## src/sv/bzs_pkg.sv

```systemverilog
// Shared types, constants and the fixed-point lerp for the Bezier splat core.
// Depends on nothing; the design files and the checker use it by scoped names.
package bzs_pkg;

	localparam int IMAGE_WIDTH  = 1024;
	localparam int IMAGE_HEIGHT = 1024;
	localparam int NUM_CFG      = 8;
	localparam int COORD_W      = 10;
	localparam int Q_W          = 26;
	localparam logic [16:0] T_ONE = 17'h10000;
	localparam logic [15:0] FULL_SQ = 16'd65025;
	localparam logic [7:0] FULL_SCALE = 8'd255;

	typedef struct packed {
		logic [3:0][COORD_W-1:0] x;
		logic [3:0][COORD_W-1:0] y;
	} ctrl_pts_t;

	typedef struct packed {
		logic [Q_W-1:0] qx;
		logic [Q_W-1:0] qy;
	} point_t;

	typedef struct packed {
		logic signed [11:0] px;
		logic signed [11:0] py;
		logic               on;
		logic               last;
		logic               zero;
	} pix_meta_t;

	typedef struct packed {
		pix_meta_t   meta;
		logic [15:0] ax;
		logic [15:0] ay;
	} pix_t;

	typedef struct packed {
		pix_meta_t   meta;
		logic [15:0] w;
		logic [7:0]  r;
	} root_t;

	// a + floor((b - a) * t / 2^16), equal to (a*(1-t) + b*t) >> 16.
	function automatic logic [Q_W-1:0] lerp(input logic [Q_W-1:0] a, input logic [Q_W-1:0] b,
			input logic [16:0] t);
		logic signed [Q_W:0]    diff;
		logic signed [Q_W+18:0] prod;
		logic signed [Q_W+18:0] sum;
		diff = $signed({1'b0, b}) - $signed({1'b0, a});
		prod = diff * $signed({1'b0, t});
		sum  = (Q_W+19)'($signed({1'b0, a})) + (prod >>> 16);
		return sum[Q_W-1:0];
	endfunction

endpackage

```

## src/sv/bzs_cover.sv

```systemverilog
// Pixel pipeline: squared distance, scaling, bitwise root and coverage.
// Depends on bzs_pkg.
module bzs_cover (
	input  logic          clk,
	input  logic          arst_n,
	input  logic          pix_valid,
	input  bzs_pkg::pix_t pix,
	output logic          result_valid,
	output logic signed [11:0] pixel_x,
	output logic signed [11:0] pixel_y,
	output logic          on_image,
	output logic [7:0]    coverage,
	output logic          last
);

	logic v_s1, v_s2, v_s3, v_s4, v_s5, v_q;
	bzs_pkg::pix_t     p_s1;
	bzs_pkg::pix_meta_t m_s2, m_s3, m_s4;
	logic [31:0] sqx_s2, sqy_s2;
	logic [32:0] d2_s3;
	logic [47:0] v48_s4;
	logic [7:0]  rv_s;
	bzs_pkg::root_t rt_s [9];
	logic [7:0]  k;
	logic signed [11:0] px_q, py_q;
	logic        on_q, last_q;
	logic [7:0]  cov_q;

	always_ff @(posedge clk or negedge arst_n) begin
		if (!arst_n) begin
			v_s1 <= 1'b0;
			v_s2 <= 1'b0;
			v_s3 <= 1'b0;
			v_s4 <= 1'b0;
			v_s5 <= 1'b0;
			rv_s <= '0;
			v_q  <= 1'b0;
		end else begin
			v_s1 <= pix_valid;
			v_s2 <= v_s1;
			v_s3 <= v_s2;
			v_s4 <= v_s3;
			v_s5 <= v_s4;
			rv_s <= {rv_s[6:0], v_s5};
			v_q  <= rv_s[7];
		end
	end

	always_ff @(posedge clk) begin
		p_s1   <= pix;
		m_s2   <= p_s1.meta;
		sqx_s2 <= p_s1.ax * p_s1.ax;
		sqy_s2 <= p_s1.ay * p_s1.ay;
		m_s3   <= m_s2;
		d2_s3  <= {1'b0, sqx_s2} + {1'b0, sqy_s2};
		m_s4   <= {m_s3.px, m_s3.py, m_s3.on, m_s3.last, m_s3.zero || d2_s3[32]};
		v48_s4 <= 48'(d2_s3[31:0]) * 48'(bzs_pkg::FULL_SQ);
		// Ceiling of the scaled squared distance in whole units.
		rt_s[0].meta <= m_s4;
		rt_s[0].w    <= 16'(v48_s4[47:32] + 16'(v48_s4[31:0] != 32'd0));
		rt_s[0].r    <= 8'd0;
	end

	for (genvar b = 0; b < 8; b++) begin : g_root
		logic [7:0]  trial;
		logic [15:0] tsq;
		assign trial = rt_s[b].r | (8'd1 << (7 - b));
		assign tsq   = trial * trial;
		always_ff @(posedge clk) begin
			rt_s[b+1].meta <= rt_s[b].meta;
			rt_s[b+1].w    <= rt_s[b].w;
			rt_s[b+1].r    <= (tsq <= rt_s[b].w) ? trial : rt_s[b].r;
		end
	end

	// Smallest k with k*k >= w: the floor root, plus one unless exact.
	assign k = rt_s[8].r + 8'(16'(rt_s[8].r * rt_s[8].r) != rt_s[8].w);

	always_ff @(posedge clk) begin
		px_q   <= rt_s[8].meta.px;
		py_q   <= rt_s[8].meta.py;
		on_q   <= rt_s[8].meta.on;
		last_q <= rt_s[8].meta.last;
		cov_q  <= rt_s[8].meta.zero ? 8'd0 : bzs_pkg::FULL_SCALE - k;
	end

	assign result_valid = v_q;
	assign pixel_x      = px_q;
	assign pixel_y      = py_q;
	assign on_image     = on_q;
	assign coverage     = cov_q;
	assign last         = last_q;

endmodule

```

## config.mk

```make
export PLATFORM = sky130hd
export DESIGN_NAME = bzs_cover
export DESIGN_NICKNAME = d
export VERILOG_FILES = /design/src/sv/bzs_pkg.sv /design/src/sv/bzs_cover.sv
export SDC_FILE = /design/constraint.sdc
export NUM_CORES = 2
export LEC_CHECK = 0
export BUFFER_PORTS_ARGS = -buffer_cell sky130_fd_sc_hd__buf_2
export CORE_ASPECT_RATIO = 0.8
export CORE_MARGIN = 1
export CORE_UTILIZATION = 60
export CTS_BUF_LIST = sky130_fd_sc_hd__clkbuf_8
export DETAILED_ROUTE_END_ITERATION = 8
export GPL_ROUTABILITY_DRIVEN = 0
export MAX_ROUTING_LAYER = met4
export PLACE_DENSITY = 0.89
export SLEW_MARGIN = 20
export SYNTH_ARGS = -nofsm -noshare
export SYNTH_HDL_FRONTEND = slang
export SYNTH_SLANG_ARGS = --single-unit
```

## constraint.sdc

```tcl
create_clock -name clk -period 8.5 [get_ports clk]
set_clock_uncertainty 0.05 [all_clocks]
set_input_delay 2.55 -clock clk [delete_from_list [all_inputs] [get_ports clk]]
set_output_delay 2.55 -clock clk [all_outputs]
set_load 0.02 [all_outputs]
```

After elaboration in Yosys (flattened, before gate mapping)
Memories as Yosys holds them, arrays and structs flattened.
Cells that the tools add are included.
{"block": "word_totals", "ramBits": 459, "regBits": 333, "n_memories": 1, "word_cells": 74, "in_bits": 62}
{"block": "op_classes", "order_cmp": 8, "reduce_logical": 2, "addsub": 4, "multipliers": 12, "mux": 8, "eq_ne": 1}
{"memory": "rt_s", "depth": 9, "word_bits": 51, "read_ports": 9, "rd_ports_with_merged_regs": 0, "write_ports": 9, "line_no": "bzs_cover.sv:23", "text": "bzs_pkg::root_t rt_s [9];"}
{"op": "multiplier 8 x 8 -> 16 bit", "count": 9}
{"op": "less-or-equal comparator 16 bit", "count": 8}
{"op": "multiplier 16 x 16 -> 32 bit", "count": 2}
{"op": "multiplier 32 x 16 -> 48 bit (second input constant)", "count": 1}
{"op": "adder 32 x 32 -> 33 bit", "count": 1}
{"op": "nonzero test 32 bit", "count": 1}
{"op": "adder 16 x 1 -> 16 bit", "count": 1}
{"op": "inequality test 16 bit", "count": 1}
{"op": "adder 8 x 1 -> 8 bit", "count": 1}
{"op": "two-way mux 8 bit", "count": 1}
{"op": "subtractor 8 bit (first input constant)", "count": 1}
{"op": "two-way mux 7 bit", "count": 1}
{"op": "two-way mux 6 bit", "count": 1}
{"op": "two-way mux 5 bit", "count": 1}
{"op": "two-way mux 4 bit", "count": 1}
{"op": "two-way mux 3 bit", "count": 1}
{"op": "two-way mux 2 bit", "count": 1}
{"op": "logical OR 1 bit", "count": 1}
{"op": "two-way mux 1 bit", "count": 1}

Logic depth before layout (Yosys ltp)
An unclocked memory read counts as a cell.
{"block": "logic_depth", "word_depth": 5, "ltp_mapped": 27, "ltp_nobuf": 26}

Least setup slack after synthesis
OpenSTA, ideal clock, no wires.
{"block": "synth_timing", "path_kind": "flip-flop to flip-flop", "from": "register p_s1[17] in the netlist's numbering", "to": "register sqx_s2[31]", "path_stages_with_launch": 24, "n_path_buf": 3, "required_ns": 8.329, "arrival_time_ns": 5.933, "path_slack_ns": 2.396, "synth_period_minus_slack_ns": 6.104, "path_cell_list": "dfxtp_1 -> clkbuf_1 -> clkbuf_1 -> nand2_1 -> fa_1 -> fa_1 -> fa_1 -> inv_1 -> fa_1 -> inv_1 -> fa_1 -> fa_1 -> inv_1 -> ha_1 -> clkbuf_1 -> nand4_1 -> inv_1 -> nand3_1 -> o211a_1 -> o31ai_1 -> a211oi_1 -> o21bai_1 -> a21oi_1 -> xnor2_1"}
{"block": "synth_between", "elab_chain_len": 1}
{"item": "start, declared", "line_no": "bzs_cover.sv:17", "text": "bzs_pkg::pix_t p_s1;"}
{"item": "start signal, assigned", "line_no": "bzs_cover.sv:50", "text": "p_s1 <= pix;"}
{"item": "multiplier 16 x 16 -> 32 bit", "line_no": "bzs_cover.sv:52", "text": "sqx_s2 <= p_s1.ax * p_s1.ax;"}
{"item": "end signal, assigned", "line_no": "bzs_cover.sv:52"}
{"item": "end, declared", "line_no": "bzs_cover.sv:19", "text": "logic [31:0] sqx_s2, sqy_s2;"}
Every way passes these cells.
A chain may end at the register's enable or synchronous reset.

Final worst setup path
{"block": "layout_timing", "from": "register p_s1[18] in the netlist's numbering", "to": "register sqx_s2[31]"}
The elaborated chain is that of the path after synthesis.

==> load_flow_metrics.sql <==
INSERT INTO impl_metrics (metric_group, metric, value, unit) VALUES
('drt', 'ant_nets', '0', ''),
('synth', 'synth_ff_type', 'sky130_fd_sc_hd__dfxtp_1', ''),
('die', 'boundaryPins', '97', ''),
('drt', 'num_vias', '28300', ''),
('die', 'initial_core_util', '0.611', ''),
('die', 'row_count', '89', ''),
('global_route', 'grt_pass1_wl', '142000', 'um'),
('clocking', 'cts-hold-fix-buffers', '0', ''),
('synth', 'synth_async_sr_flop_share', '0.0186', ''),
('clocking', 'post-cts-setup-buffer-count', '0', ''),
('synth', 'synth_edf_count', '0', ''),
('drt', 'routed_via_density', '5.23', ''),
('synth', 'synth.ff_latch_count', '754', ''),
('clocking', 'numClockSinks', '754', ''),
('clocking', 'clock_insertion_delay_worst_skew', '0.73', 'ns'),
('cells_and_area', 'antennaDiodeCount', '0', ''),
('critical_path', 'critical_path_class', 'reg2reg', ''),
('critical_path', 'critical_path_required', '9.06', 'ns'),
('synth', 'syn-mean-instance-area', '10.8', 'um^2'),
('global_route', 'largest_net_degree_at_the_start_of_global_routing', '21', ''),
('synth', 'yosysSeqAreaShare', '0.334', ''),
('status', 'outcome', 'completed', ''),
('timing', 'final_hold_viol_count', '0', ''),
('cells_and_area', 'post_route_cells_drive_above_1_share', '0.0669', ''),
('clocking', 'ctsResizeCount', '0', ''),
('critical_path', 'sort_of_element_at_the_start_of_the_critical_path', 'flop', ''),
('hold_path', 'hold_path_class', 'reg2reg', ''),
('clocking', 'cts.path.max_buffers', '3', ''),
('timing', 'final.min_clock_period', '6.68', 'ns'),
('drt', 'drt_drc_violations_left', '0', ''),
('synth', 'synthesis.nets', '5364', ''),
('synth', 'gate_count_of_the_mapped_netlist', '4191', ''),
('synth', 'yosys_warnings', '0', ''),
('global_route', 'grt_pass1_vias', '30400', ''),
('clocking', 'clk_pin_slew', '0.07', 'ns'),
('cells_and_area', 'area_growth', '8.30', '%'),
('timing', 'worst_slew_pin_slew', '0.723', 'ns'),
('clocking', 'tritoncts', 'built', ''),
('timing', 'final_period_utilization', '0.786', ''),
('job', 'maxCapViolCount', '0', ''),
('die', 'die_width', '309', 'um'),
('drt', 'drt_pass1_iterations', '6', ''),
('timing', 'rsz0062_at_grt', 'false', ''),
('critical_path', 'cp.arrival', '7.24', 'ns'),
('critical_path', 'crit_path_max_fanout', '17', ''),
('timing', 'setup_viol', '0', ''),
('cells_and_area', 'most_common_cell_after_layout_fill_and_taps_aside', 'sky130_fd_sc_hd__inv_1', ''),
('cells_and_area', 'final_cell_mix', '874 x sky130_fd_sc_hd__inv_1, 740 x sky130_fd_sc_hd__dfxtp_1, 564 x sky130_fd_sc_hd__ha_1', ''),
('clocking', 'number_of_clock_buffers_inserted_by_tritoncts', '103', ''),
('place', 'port_buffers', '96', ''),
('synth', 'syn_area', '45300', 'um^2'),
('timing', 'finalSetupTns', '0', 'ns'),
('die', 'core-area', '74300', 'um^2'),
('global_route', 'grt_antenna_before_repair', '0', ''),
('global_route', 'grt_usage', '0.237', ''),
('timing', 'max_slew_violation_count', '0', ''),
('global_route', 'overflow', '0', ''),
('drt', 'drt_first_iter_violations', '1684', ''),
('timing', 'slew-limit-headroom', '0.506', ''),
('die', 'die_height', '248', 'um'),
('critical_path', 'setup.worst_path.end_class', 'flop', ''),
('clocking', 'root_buffer', 'sky130_fd_sc_hd__clkbuf_8', ''),
('drt', 'route.detailed.wl_per_inst', '15.7', 'um'),
('timing', 'fmax', '150', 'MHz'),
('cells_and_area', 'layout.nets', '5505', ''),
('place', 'place.detailed.hpwl', '67500', 'um'),
('clocking', 'htreeDepth', '3', ''),
('drt', 'drt-total-wl', '84900', 'um'),
('synth', 'yosys.cell_types.count', '80', ''),
('die', 'die_area', '76700', 'um^2');
[path summary, 6_finish.rpt]
| check | start | end | slack, ns | cells past startpoint |
|---|---|---|---|---|
| setup reg to reg | p_s1[18]$_DFF_P_ | sqx_s2[31]$_DFF_P_ | 1.82 | 23 |
| setup / recovery | p_s1[18]$_DFF_P_ | sqx_s2[31]$_DFF_P_ | 1.82 | 23 |
| hold / removal | rt_s[4][24]$_DFF_P_ | rt_s[5][24]$_DFF_P_ | 0.25 | 0 |
| max in group asynchronous | arst_n | v_s2$_DFF_PN0_ | 6.49 | 1 |
| min in group asynchronous | arst_n | rv_s[4]$_DFF_PN0_ | 1.65 | 1 |
| hold reg to reg | rt_s[4][24]$_DFF_P_ | rt_s[5][24]$_DFF_P_ | 0.25 | 0 |
[logic make-up (layout without fill, tap and decap cells)]
group | count (synthesis) | count (layout) | synth area share
muxes | 10 | 10 | 0.00243
DFF | 754 | 754 | 0.334
adders and majority gates | 1111 | 1111 | 0.397
AOI/OAI and AO/OA | 450 | 450 | 0.0659
xor gates and xnor gates | 236 | 236 | 0.0456
buffers and inverters | 904 | 1121 | 0.0748
and+or+nand+nor | 726 | 726 | 0.0798
[critical path, stage by stage, from the launching register on]
cell and delay, ns:
sky130_fd_sc_hd__dfxtp_1 0.69, sky130_fd_sc_hd__and2_1 0.24, sky130_fd_sc_hd__inv_1 0.07, sky130_fd_sc_hd__fa_1 0.54, sky130_fd_sc_hd__inv_1 0.06, sky130_fd_sc_hd__fa_1 0.53
sky130_fd_sc_hd__inv_1 0.05, sky130_fd_sc_hd__fa_1 0.53, sky130_fd_sc_hd__inv_1 0.05, sky130_fd_sc_hd__fa_1 0.54, sky130_fd_sc_hd__inv_1 0.07, sky130_fd_sc_hd__fa_1 0.53
sky130_fd_sc_hd__inv_1 0.06, sky130_fd_sc_hd__fa_1 0.48, sky130_fd_sc_hd__ha_1 0.44, sky130_fd_sc_hd__nand4_1 0.18, sky130_fd_sc_hd__inv_1 0.13, sky130_fd_sc_hd__nand3_1 0.12
sky130_fd_sc_hd__o211a_1 0.28, sky130_fd_sc_hd__o31ai_1 0.47, sky130_fd_sc_hd__a211oi_1 0.10, sky130_fd_sc_hd__o21bai_1 0.14, sky130_fd_sc_hd__a21oi_1 0.09, sky130_fd_sc_hd__xnor2_1 0.12
[through the flow]
step,util,cells,worst slack [ns],area (um^2),hold slack (ns)
2_1_floorplan,-,4191,2.40,45300,0.260
3_3_place_gp,0.631,5228,2.17,46900,0.260
3_5_place_dp,0.631,5228,1.90,46900,0.262
4_1_cts,0.661,5409,1.89,49100,0.239
5_1_grt,0.661,5409,1.51,49100,0.250
6_report,0.661,5409,1.82,49100,0.248
[state kept, by name (all words and copies together), names as in the netlist, 8 cells and up]
| name | cells |
|---|---|
| rv_s | 8 |
| d2_s3 | 33 |
| pixel_y | 12 |
| coverage | 8 |
| pixel_x | 12 |
| p_s1 | 59 |
| sqx_s2 | 31 |
| sqy_s2 | 31 |
| m_s3 | 27 |
| v48_s4 | 48 |
| m_s4 | 27 |
| rt_s | 423 |
| m_s2 | 27 |
[layer usage]
| metal | track usage | share of wire |
|---|---|---|
| met5 | - | 0 |
| met1 | 0.279 | 0.40 |
| met3 | 0.0356 | 0.051 |
| met2 | 0.413 | 0.51 |
| met4 | 0.0824 | 0.030 |
[layout make-up]
cell class / count / area, um^2
clock buffer: 120 / 1650
clock inverter: 61 / 603
fill: 5269 / 25200
inverter: 844 / 3170
multi-input combinational: 2533 / 26800
sequential: 754 / 15200
tap: 1001 / 1250
timing repair buffer: 96 / 480
[cell usage after synthesis, types with 3 or more instances]
| library cell | n | share of area |
|---|---|---|
| sky130_fd_sc_hd__a211oi_2 | 3 | 0.00083 |
| sky130_fd_sc_hd__a211oi_1 | 16 | 0.0026 |
| sky130_fd_sc_hd__a2111oi_0 | 3 | 0.00058 |
| sky130_fd_sc_hd__nor4b_1 | 5 | 0.00097 |
| sky130_fd_sc_hd__fa_1 | 547 | 0.24 |
| sky130_fd_sc_hd__and3_1 | 16 | 0.0022 |
| sky130_fd_sc_hd__o221ai_1 | 3 | 0.00058 |
| sky130_fd_sc_hd__o21ai_2 | 3 | 0.00058 |
| sky130_fd_sc_hd__o21ai_0 | 62 | 0.0068 |
| sky130_fd_sc_hd__nand4_1 | 24 | 0.0033 |
| sky130_fd_sc_hd__mux2_2 | 8 | 0.0020 |
| sky130_fd_sc_hd__and2_1 | 149 | 0.021 |
| sky130_fd_sc_hd__o21ai_1 | 8 | 0.00088 |
| sky130_fd_sc_hd__a31oi_1 | 7 | 0.00097 |
| sky130_fd_sc_hd__a21boi_1 | 4 | 0.00066 |
| sky130_fd_sc_hd__nor2_1 | 149 | 0.012 |
| sky130_fd_sc_hd__nand3_1 | 30 | 0.0033 |
| sky130_fd_sc_hd__o31ai_1 | 6 | 0.00099 |
| sky130_fd_sc_hd__nor4_1 | 20 | 0.0028 |
| sky130_fd_sc_hd__o211ai_1 | 5 | 0.00083 |
| sky130_fd_sc_hd__nor3_1 | 17 | 0.0019 |
| sky130_fd_sc_hd__or4_1 | 4 | 0.00066 |
| sky130_fd_sc_hd__o31a_1 | 4 | 0.00077 |
| sky130_fd_sc_hd__a21oi_1 | 155 | 0.017 |
| sky130_fd_sc_hd__xor2_1 | 60 | 0.012 |
| sky130_fd_sc_hd__dfrtp_1 | 14 | 0.0077 |
| sky130_fd_sc_hd__nand2_1 | 221 | 0.018 |
| sky130_fd_sc_hd__o21a_1 | 14 | 0.0023 |
| sky130_fd_sc_hd__or2_2 | 15 | 0.0021 |
| sky130_fd_sc_hd__nor2b_1 | 36 | 0.0050 |
| sky130_fd_sc_hd__a221oi_1 | 3 | 0.00058 |
| sky130_fd_sc_hd__ha_1 | 564 | 0.16 |
| sky130_fd_sc_hd__o21bai_1 | 24 | 0.0040 |
| sky130_fd_sc_hd__nand2b_1 | 22 | 0.0030 |
| sky130_fd_sc_hd__dfxtp_1 | 740 | 0.33 |
| sky130_fd_sc_hd__and4_1 | 5 | 0.00097 |
| sky130_fd_sc_hd__nor3b_1 | 3 | 0.00050 |
| sky130_fd_sc_hd__a21o_1 | 86 | 0.014 |
| sky130_fd_sc_hd__xnor2_1 | 176 | 0.034 |
| sky130_fd_sc_hd__inv_1 | 844 | 0.070 |
| sky130_fd_sc_hd__clkbuf_1 | 60 | 0.0050 |
Power is left out: the tool's default activity adds up to more than one toggle a clock period on the data nets, which glitch-free logic cannot reach.
