## src/sv/bzs_pkg.sv

```systemverilog
// Shared types, constants and the fixed-point lerp for the Bezier splat core.
// Depends on nothing; the design files and the checker use it by scoped names.
package bzs_pkg;

	localparam int IMAGE_WIDTH  = 1024;
	localparam int IMAGE_HEIGHT = 1024;
	localparam int NUM_CFG      = 8;
	localparam int COORD_W      = 10;
	localparam int Q_W          = 26;
	localparam logic [16:0] T_ONE = 17'h10000;
	localparam logic [15:0] FULL_SQ = 16'd65025;
	localparam logic [7:0] FULL_SCALE = 8'd255;

	typedef struct packed {
		logic [3:0][COORD_W-1:0] x;
		logic [3:0][COORD_W-1:0] y;
	} ctrl_pts_t;

	typedef struct packed {
		logic [Q_W-1:0] qx;
		logic [Q_W-1:0] qy;
	} point_t;

	typedef struct packed {
		logic signed [11:0] px;
		logic signed [11:0] py;
		logic               on;
		logic               last;
		logic               zero;
	} pix_meta_t;

	typedef struct packed {
		pix_meta_t   meta;
		logic [15:0] ax;
		logic [15:0] ay;
	} pix_t;

	typedef struct packed {
		pix_meta_t   meta;
		logic [15:0] w;
		logic [7:0]  r;
	} root_t;

	// a + floor((b - a) * t / 2^16), equal to (a*(1-t) + b*t) >> 16.
	function automatic logic [Q_W-1:0] lerp(input logic [Q_W-1:0] a, input logic [Q_W-1:0] b,
			input logic [16:0] t);
		logic signed [Q_W:0]    diff;
		logic signed [Q_W+18:0] prod;
		logic signed [Q_W+18:0] sum;
		diff = $signed({1'b0, b}) - $signed({1'b0, a});
		prod = diff * $signed({1'b0, t});
		sum  = (Q_W+19)'($signed({1'b0, a})) + (prod >>> 16);
		return sum[Q_W-1:0];
	endfunction

endpackage

```

## src/sv/bzs_emit.sv

```systemverilog
// Walks the 3x3 pixel block around one point, one pixel per cycle.
// Depends on bzs_pkg.
module bzs_emit (
	input  logic            clk,
	input  logic            arst_n,
	input  logic            in_valid,
	input  bzs_pkg::point_t point,
	output logic            pix_valid,
	output bzs_pkg::pix_t   pix
);

	logic        act_q;
	logic [1:0]  col_q, row_q;
	bzs_pkg::point_t pt_q;
	logic        last;
	logic signed [11:0] px, py;
	logic        on_x, on_y, zx, zy;
	logic [15:0] fx, fy;

	assign last = (col_q == 2'd2) && (row_q == 2'd2);
	assign fx   = pt_q.qx[15:0];
	assign fy   = pt_q.qy[15:0];

	always_ff @(posedge clk or negedge arst_n) begin
		if (!arst_n) begin
			act_q <= 1'b0;
			col_q <= 2'd0;
			row_q <= 2'd0;
		end else if (in_valid) begin
			act_q <= 1'b1;
			col_q <= 2'd0;
			row_q <= 2'd0;
		end else if (act_q) begin
			if (last) begin
				act_q <= 1'b0;
			end
			if (col_q == 2'd2) begin
				col_q <= 2'd0;
				row_q <= row_q + 2'd1;
			end else begin
				col_q <= col_q + 2'd1;
			end
		end
	end

	always_ff @(posedge clk) begin
		if (in_valid) begin
			pt_q <= point;
		end
	end

	assign px = $signed({2'b0, pt_q.qx[25:16]}) - 12'sd1 + $signed({10'b0, col_q});
	assign py = $signed({2'b0, pt_q.qy[25:16]}) - 12'sd1 + $signed({10'b0, row_q});

	assign on_x = !px[11] && ({1'b0, px} < 13'(bzs_pkg::IMAGE_WIDTH));
	assign on_y = !py[11] && ({1'b0, py} < 13'(bzs_pkg::IMAGE_HEIGHT));

	// The left column and top row are always a full pixel or more away.
	assign zx = (col_q == 2'd0) || ((col_q == 2'd2) && (fx == 16'd0));
	assign zy = (row_q == 2'd0) || ((row_q == 2'd2) && (fy == 16'd0));

	always_comb begin
		pix.meta.px   = px;
		pix.meta.py   = py;
		pix.meta.on   = on_x && on_y;
		pix.meta.last = last;
		pix.meta.zero = zx || zy || !(on_x && on_y);
		pix.ax = (col_q == 2'd1) ? fx : 16'(17'h10000 - {1'b0, fx});
		pix.ay = (row_q == 2'd1) ? fy : 16'(17'h10000 - {1'b0, fy});
	end

	assign pix_valid = act_q;

endmodule

```

## config.mk

```make
export PLATFORM = sky130hd
export DESIGN_NAME = bzs_emit
export DESIGN_NICKNAME = d
export VERILOG_FILES = /design/src/sv/bzs_pkg.sv /design/src/sv/bzs_emit.sv
export SDC_FILE = /design/constraint.sdc
export NUM_CORES = 1
export LEC_CHECK = 0
export BUFFER_PORTS_ARGS = -buffer_cell sky130_fd_sc_hd__buf_4
export CORE_MARGIN = 8
export CORE_UTILIZATION = 40
export CTS_BUF_LIST = sky130_fd_sc_hd__clkbuf_4
export DETAILED_ROUTE_END_ITERATION = 10
export GPL_TIMING_DRIVEN = 0
export PLACE_DENSITY = 0.75
export SYNTH_ARGS = -nofsm -noshare
export SYNTH_HDL_FRONTEND = slang
export SYNTH_SLANG_ARGS = --single-unit
```

## constraint.sdc

```tcl
create_clock -name clk -period 9.4 [get_ports clk]
set_input_delay 2.82 -clock clk [delete_from_list [all_inputs] [get_ports clk]]
set_output_delay 2.82 -clock clk [all_outputs]
set_load 0.005 [all_outputs]
```

### After elaboration in Yosys (flattened, before gate mapping)

Index checks and enable logic that the tools add are counted.

| storage, ports and cells | value |
|---|---|
| register bits | 57 |
| input bits | 55 |
| output and inout port bits | 60 |
| word-level logic and storage cells | 50 |

| cells by class | value |
|---|---|
| add/sub/neg operators | 8 |
| magnitude comparators | 2 |
| equal/unequal tests | 4 |
| muxes and demuxes | 11 |
| reductions and logical operators | 20 |

Operator list:

| operator | number |
|---|---|
| 16-bit zero test | 2 |
| 16-bit 2-to-1 mux | 2 |
| 1-bit by 16-bit subtractor with 16-bit output (first input constant) | 2 |
| 11-bit by 3-bit adder with 12-bit output | 2 |
| 12-bit by 11-bit less-than comparator with 1-bit output (second input constant) | 2 |
| 10-bit by 1-bit subtractor with 11-bit output (second input constant) | 2 |
| 2-bit 2-to-1 mux | 6 |
| 1-bit logical AND | 6 |
| 2-bit by 1-bit adder with 2-bit output (second input constant) | 2 |
| 2-bit by 1-bit == test with 1-bit output (second input constant) | 2 |
| 2-bit == test (second input constant) | 2 |
| 2-bit zero test | 2 |
| 1-bit logical OR | 4 |
| 2-bit nonzero test | 2 |
| 1-bit zero test | 3 |
| 1-bit 2-to-1 mux | 3 |
| 2-bit AND reduction | 1 |

### Longest topological paths before layout

Gate-level depths: netlist (run 1).

| logic depth | value |
|---|---|
| depth in word-level cells | 7 |
| depth in mapped cells | 11 |
| depth with buffers taken out | 10 |

### Worst setup path before layout (run 1)

No wires, ideal clock.

| timing | value |
|---|---|
| path type | register to output |
| from | reg pt_q[16] (netlist name) |
| to | out pix[32] (netlist name) |
| arrival time | 2,817 ps |
| data required time | 6,580 ps |
| slack | 3,763 ps |
| cell stages (with the launch flop) | 12 |
| cell sequence | edfxtp_1 > inv_1 > ha_1 > inv_1 > ha_1 > a21oi_1 > or2_1 > clkbuf_1 > a221o_1 > o21a_1 > or4_1 > or4_1 |

RTL lines:

| item | RTL line | source |
|---|---|---|
| from (decl) | bzs_emit.sv:14 | `bzs_pkg::point_t pt_q;` |
| from (signal assigned) | bzs_emit.sv:48 | `pt_q <= point;` |
| to (decl) | bzs_emit.sv:9 | `output bzs_pkg::pix_t pix` |

==> summary.md, run 1 <==
| Metric | Value |
|---|---|
| Initial core utilization | just over 40% |
| Leakage power | between 1.5 and 2 nW |
| Detailed Routing Iterations Pass 1 | 4 |
| RSZ-0062 raised after global routing | no |
| Ys Warns | 0 |
| First-pass GRT wire length | 13170 um |
| Worst Setup Start Kind | flip-flop |
| Post-route clock period utilization | 69.12% |
| Initial antenna violation count | 0 |
| Ant. Diodes | 0 |
| Post-synth ARST share | 8.772% |
| R2R cell count | 4 |
| Worst-Margin Slew | 724.0 ps |
| Cts repair resizes | 0 |
| Sequential fraction of the synthesis area | 48.19% |
| Most used DFF post-synth | edfxtp_1 |
| DP Wirelength | 6537 um |
| CP Depth | 12 |
| Slowest CP cell | or4_1 |
| Min Hold Slack | 643.9 ps |
| Crit path cell chain | inv_1 -> ha_1 -> inv_1 -> ha_1 -> a21oi_1 -> or2_1 -> clkbuf_1 -> a221o_1 -> o21a_1 -> or4_1 -> or4_1 -> buf_4 |
| DR vias/cell | 5.074 |
| Core Footprint | roughly 8600 um2 |
| Layout cells sized above 1 | 31.74% |
| Synth Register Bits | 57 |
| CTS H-tree depth | 3 |
| CP Buf/Inv Count | 4 |
| Worst slew margin relative to its limit | 51.73% |
| Capture point of the worst path | pix[32] |
| Setup_tns | 0 ps |
| Post-route DRC | 0 |
| Hold Violations, Final | 0 |
| Post-CTS Setup Bufs | 0 |
| Remaining Overflow, GRT | 0 |
| List of most frequent post-synthesis cells | edfxtp_1, nor2_1, xor2_1, a21oi_1, xnor2_1 |
| Largest net degree at the start of global routing | 58 |
| Crit. End Element | primary output |
| TritonCTS sink count | 57 |
| DP Cell Count | around 550 |
| Row cnt | 34 |
| CTS buffer count | 9 |
| I/O Buffers | 114 |
| Max-slew violation count | 0 |
| WP data required | 6580 ps |
| EDFF count, synth | 52 |
| Crit. Startpoint | pt_q[16] |
| IO Pins | 115 |
| Final setup fails | 0 |
| GPL Wtd Cong | approximately 0.82 |
| FF-to-FF setup slack | 7990 ps |
| CTS tree | built |
| Die extent in x | 109.5 um |
| FILL cells | approximately 800 |
| Maximum VDD drop | about 110 uV |
| Post-DRT Antenna Nets | 0 |
| Outcome | complete, no violations |
| CP max FO | 7 |
| Max-cap violations | 0 |
| Largest cells by area after synthesis | edfxtp_1, xor2_1, xnor2_1, ha_1, dfrtp_1 |
| Reg clk slew, reported paths | 100 ps |
| Clk Tree Root Cell | clkbuf_4 |
| DP Area | 4491 um2 |
| Tot GR Track Use | 13.67% |
| Critical Path Max Stage Delay | 550 ps |
| CP arrival | 3680 ps |
| Routed WL per cell | 14.75 um |
| Type of the worst min-delay path | flip-flop to flip-flop |
| Reg2Reg Capture Point | col_q[1] |
| Die area | 12000 um2 |
| Final Skew | 8.449 ps |
| Crit path kind | flip-flop to primary output |
| Layout Cells excl Fill | 568 |
| Crit path time final | roughly 6500 ps |
| Count leader, synth | edfxtp_1 |
| Design Area, Final | around 4600 um2 |
| R2R Path Start | col_q[0] |
| Vias | roughly 2900 |
| Die height | 109.5 um |
| PD cells | roughly 140 nW/um2 |
| Utilization after layout | about 54% |
| Synth area leader | edfxtp_1 |
| Nets | 523 |
| Kind of cell adding the most delay to the critical path | simple AND/OR/NAND/NOR gates |
| Post-synth cell types | 54 |
| Syn-to-layout area delta | 32.14% |
| Syn avg cell area | 10.60 um2 |
| DR iter-0 viols | 87 |
| Fmax | 0.1539 GHz |
| WL final | 8379 um |
| Cells after Synth | 330 |
| Clk_lat worst skew | around 380 ps |
| Mapped cell area | 3500 um2 |
| Hold bufs inserted after CTS | 0 |
| Synthesized net count | 398 |
| Synth top area share | about 45% |
| CTS max path bufs | 2 |
| Vias in the first global route | 2904 |
==> final cells by class <==
cell class | count | area, um2 | area share [%]
inverter | 19 | 71.32 | 1.542
timing repair buffer | 114 | 855.8 | 18.51
clock inverter | 4 | 43.79 | 0.9470
tap | 108 | 135.1 | 2.922
sequential | 57 | 1687 | 36.47
multi-input combinational | 241 | 1673 | 36.17
buffer | 13 | 68.82 | 1.488
clock buffer | 12 | 90.09 | 1.948
==> metrics by stage <==
step | total power [mW] | worst slack, ps
4_1_cts | 0.6747 | 2849
3_5_place_dp | 0.4962 | 3315
5_1_grt | 0.7007 | 2641
3_3_place_gp | 0.4914 | 3366
2_1_floorplan | 0.3980 | 3763
6_report | 0.6639 | 2903
==> layout by cell type, fill, tap and decap left out, types with 3 or more instances in the layout <==
master and instances:
mux2i_1 3, a211oi_1 3, o31ai_1 3, nor3_1 13
or4_1 7, clkbuf_4 12, dfrtp_1 5, xnor2_1 21
nor4_1 7, a31oi_1 6, xor2_1 31, and2_1 4
or3_1 8, a21oi_1 23, nand2_1 8, nor2b_1 4
ha_1 11, nand3_1 5, buf_4 117, nand3b_1 3
clkbuf_1 8, inv_1 19, nor2_1 33, edfxtp_1 52
o21ai_0 11
==> sequential cells by signal, indices dropped and copies added (netlist names) <==
signal / count
pt_q: 20
fx: 16
fy: 16
col_q: 2
row_q: 2
pix_valid: 1
==> cell families (layout without fill, tap and decap cells) <==
logic type      after synthesis  after routing  share of synthesized area, %
mux                           4              4                         1.180
flops                        57             57                         48.19
simple gates                114            114                         18.38
fa+ha+maj                    13             13                         5.077
xor+xnor                     52             52                         13.01
buf+inv                      32            162                         4.004
compound gates               58             58                         10.15
==> power breakdown <==
| part | total [mW] | switching, mW | internal, mW |
|---|---|---|---|
| clock network | 0.176 | 0.0871 | 0.0887 |
| logic | 0.169 | 0.0751 | 0.0943 |
| registers | 0.319 | 0.0197 | 0.299 |
| total | 0.664 | 0.182 | 0.482 |
==> routing by layer <==
metal	up-vias	global-route usage (%)	wire, um
met2	87	22.95	4075
li1	1450	-	-
met3	11	3.107	533
met5	-	0	0
met4	0	5.882	146
met1	1334	16.48	3623
==> worst min-delay path: cells and delay by family (launching register included) <==
| family | cells | cell delay [ps] |
|---|---|---|
| and+or+nand+nor | 1 | 90 |
| AOI/OAI and AO/OA | 1 | 60 |
| DFF | 1 | 460 |
==> worst min-delay path by stage <==
stage	start	to	slack [ps]	depth (start not counted)
after floorplan	row_q[1]	row_q[1]	580	2
after global placement	pix_valid	row_q[1]	620	2
after detailed placement	pix_valid	row_q[1]	630	2
after CTS	row_q[1]	row_q[1]	640	2
after global routing	row_q[1]	row_q[1]	690	2
final	row_q[1]	row_q[1]	640	2
No activity file was read; power rests on OpenSTA's default activity.
==> run 2, diff against run 1 <==
--- a/config.mk
+++ b/config.mk
@@ -11,7 +11,7 @@
 export CTS_BUF_LIST = sky130_fd_sc_hd__clkbuf_4
 export DETAILED_ROUTE_END_ITERATION = 10
 export GPL_TIMING_DRIVEN = 0
-export PLACE_DENSITY = 0.75
+export PLACE_DENSITY = 0.77
 export SYNTH_ARGS = -nofsm -noshare
 export SYNTH_HDL_FRONTEND = slang
 export SYNTH_SLANG_ARGS = --single-unit
==> constraint.sdc (replaced) <==
create_clock -name clk -period 5.2 [get_ports clk]
set_input_delay 1.56 -clock clk [delete_from_list [all_inputs] [get_ports clk]]
set_output_delay 1.56 -clock clk [all_outputs]
set_load 0.005 [all_outputs]
==> run 2 against run 1 <==
Global-route usage increased by 0.44 points. Sequential power grew 81%. Worst hold slack got worse by 3.5 ps. Count of clock-buffer cells in the layout fell by 3. Design area grew 0.89%. Cell count up 0.35%. Die area did not move. Clock skew shrank 3.8 ps. Clock power increased by 77%.
==> summary.md, run 2 (synthesis gave the netlist of run 1 again) <==
| Metric | Value |
|---|---|
| Row cnt | 34 (unchanged) |
| Met1 WL | 3508 um (was 3623 um) |
| Pwr Total | 1.198 mW (was 0.6639 mW) |
| Post-route DRC | 0 (unchanged) |
| CTS max path bufs | 2 (unchanged) |
| RSZ-0062 raised after global routing | no (unchanged) |
| Wire length on met3 | 625 um (was 533 um) |
| Vias | 2926 (was 2882) |
| Leakage power | 1.900 nW (was 1.889 nW) |
| Worst-Margin Slew | 719.1 ps (was 724.0 ps) |
| DR top layer | met4 (unchanged) |
| TritonCTS sink count | 57 (unchanged) |
| Final setup fails | 0 (unchanged) |
| Initial core utilization | 40.73% (unchanged) |
| Max-cap violations | 0 (unchanged) |
| Largest net degree at the start of global routing | 58 (unchanged) |
| Type of the worst min-delay path | flip-flop to flip-flop (unchanged) |
| Reg2Reg Capture Point | col_q[1] (unchanged) |
| Min Hold Slack | 640.4 ps (was 643.9 ps) |
| Capture point of the worst path | pix[32] (unchanged) |
| Tot GR Track Use | 14.11% (was 13.67%) |
| Detailed Routing Iterations Pass 1 | 4 (unchanged) |
| Worst slew margin relative to its limit | 52.06% (was 51.73%) |
| DR iter-0 viols | 113 (was 87) |
| Clk Tree Root Cell | clkbuf_4 (unchanged) |
| CP arrival | 3470 ps (was 3680 ps) |
| Layout Cells excl Fill | 570 (was 568) |
| CTS H-tree depth | 3 (unchanged) |
| I/O Buffers | 114 (unchanged) |
| DP Area | 4491 um2 (unchanged) |
| Layout cells sized above 1 | 33.62% (was 31.74%) |
| Max-slew violation count | 0 (unchanged) |
| CTS tree | built (unchanged) |
| Final Skew | 4.635 ps (was 8.449 ps) |
| Commonest cells after routing, fill and taps aside | buf_4, edfxtp_1, nor2_1 (unchanged) |
| First-pass GRT wire length | 13560 um (was 13170 um) |
| Fmax | 0.1989 GHz |
| Vias in the first global route | 2910 (was 2904) |
| CP max FO | 5 (was 7) |
| GPL Wtd Cong | 0.8261 (was 0.8226) |
| Nets | 525 (was 523) |
| Maximum VDD drop | 166.5 uV (was 110.6 uV) |
| Clk_lat worst skew | 390 ps (was 380 ps) |
| Routed WL per cell | 14.99 um (was 14.75 um) |
| DP Cell Count | 552 (unchanged) |
| FF-to-FF setup slack | 3790 ps (was 7990 ps) |
| WL final | 8546 um (was 8379 um) |
| Die extent in x | 109.5 um (unchanged) |
| Outcome | complete, no violations (unchanged) |
| Die area | 12000 um2 (unchanged) |
| Commonest non-fill, non-tap cell in the layout | buf_4 (unchanged) |
| IO Pins | 115 (unchanged) |
| Design Area, Final | 4666 um2 (was 4624 um2) |
| Reg clk slew, reported paths | 100 ps (about the same) |
| Met2 Wirelength | 4268 um (was 4075 um) |
| Setup_tns | 0 ps (unchanged) |
| Syn-to-layout area delta | 33.32% (was 32.14%) |
| PD cells | 256.9 nW/um2 (was 143.6 nW/um2) |
| Remaining Overflow, GRT | 0 (unchanged) |
| Initial antenna violation count | 0 (unchanged) |
| Post-DRT Antenna Nets | 0 (unchanged) |
| Largest Register | pt_q (unchanged) |
| Hold Violations, Final | 0 (unchanged) |
| Worst Setup Start Kind | flip-flop (unchanged) |
| WP data required | 3640 ps (was 6580 ps) |
| Post-route clock period utilization | 96.69% |
| Crit. Startpoint | pt_q[17] (was pt_q[16]) |
| CTS buffer count | 9 (unchanged) |
| Core Footprint | 8593 um2 (unchanged) |
| Crit path kind | flip-flop to primary output (unchanged) |
| R2R Path Start | col_q[0] (unchanged) |
| Max reg flops | 20 (unchanged) |
| DR vias/cell | 5.133 (was 5.074) |
| R2R cell count | 4 (unchanged) |
| Die height | 109.5 um (unchanged) |
| DP Wirelength | 6691 um (was 6537 um) |
| Crit path time final | 5028 ps |
| Crit. End Element | primary output (unchanged) |
-- run 2: worst min path at each step --
stage,startpoint,endpoint,slack [ps],depth (start not counted)
floorplan,row_q[1],row_q[1],580,2
global placement,pix_valid,row_q[1],610,2
detailed placement,pix_valid,col_q[1],630,2
CTS,pix_valid,row_q[1],650,2
global route,row_q[1],row_q[1],680,2
finish,row_q[1],row_q[1],640,2
-- run 2: routing by layer --
layer,global-route usage [%],vias to the layer above
li1,-,1448
met1,16.18,1367
met2,23.60,98
met3,4.982,13
met4,5.593,0
met5,0,-
-- run 2: report_power, final --
part | switching [mW] | internal (mW) | leakage, nW | total (mW)
Clock | 0.169 | 0.141 | 0.0676 | 0.311
Sequential | 0.0350 | 0.541 | 0.571 | 0.576
Combinational | 0.139 | 0.174 | 1.26 | 0.312
-- run 2: metrics by stage --
step	setup WS (ps)	utilization (%)
finish	172.1	54.30
global route	0.9959	54.27
CTS	19.34	53.92
detailed placement	375.2	52.26
global placement	430.1	52.26
floorplan	822.7	-
-- run 2: critical path: stages, from the launching register on --
cell and delay (ps):
edfxtp_1 400, inv_1 60, ha_1 260, inv_1 60, ha_1 270, a21oi_1 60, or2_1 290, a221o_1 330
o21a_2 260, or4_4 530, or4_1 400, buf_4 150
-- run 2: final cells by class --
class | count | area, um2
clock buffers | 9 | 67.56
plain buffers | 11 | 61.31
clock inverters | 6 | 60.06
fillers | 770 | 3928
flip-flops and latches | 57 | 1687
inverters | 19 | 71.32
repair buffers | 118 | 885.9
diodes | 1 | 2.502
multi-input cells | 241 | 1695
well taps | 108 | 135.1
-- run 2: what timing repair did --
item	CTS	global route
hold buffers	0	0
endpoints found under the setup margin	1	1
gates resized for setup	0	5
setup buffers	2	2
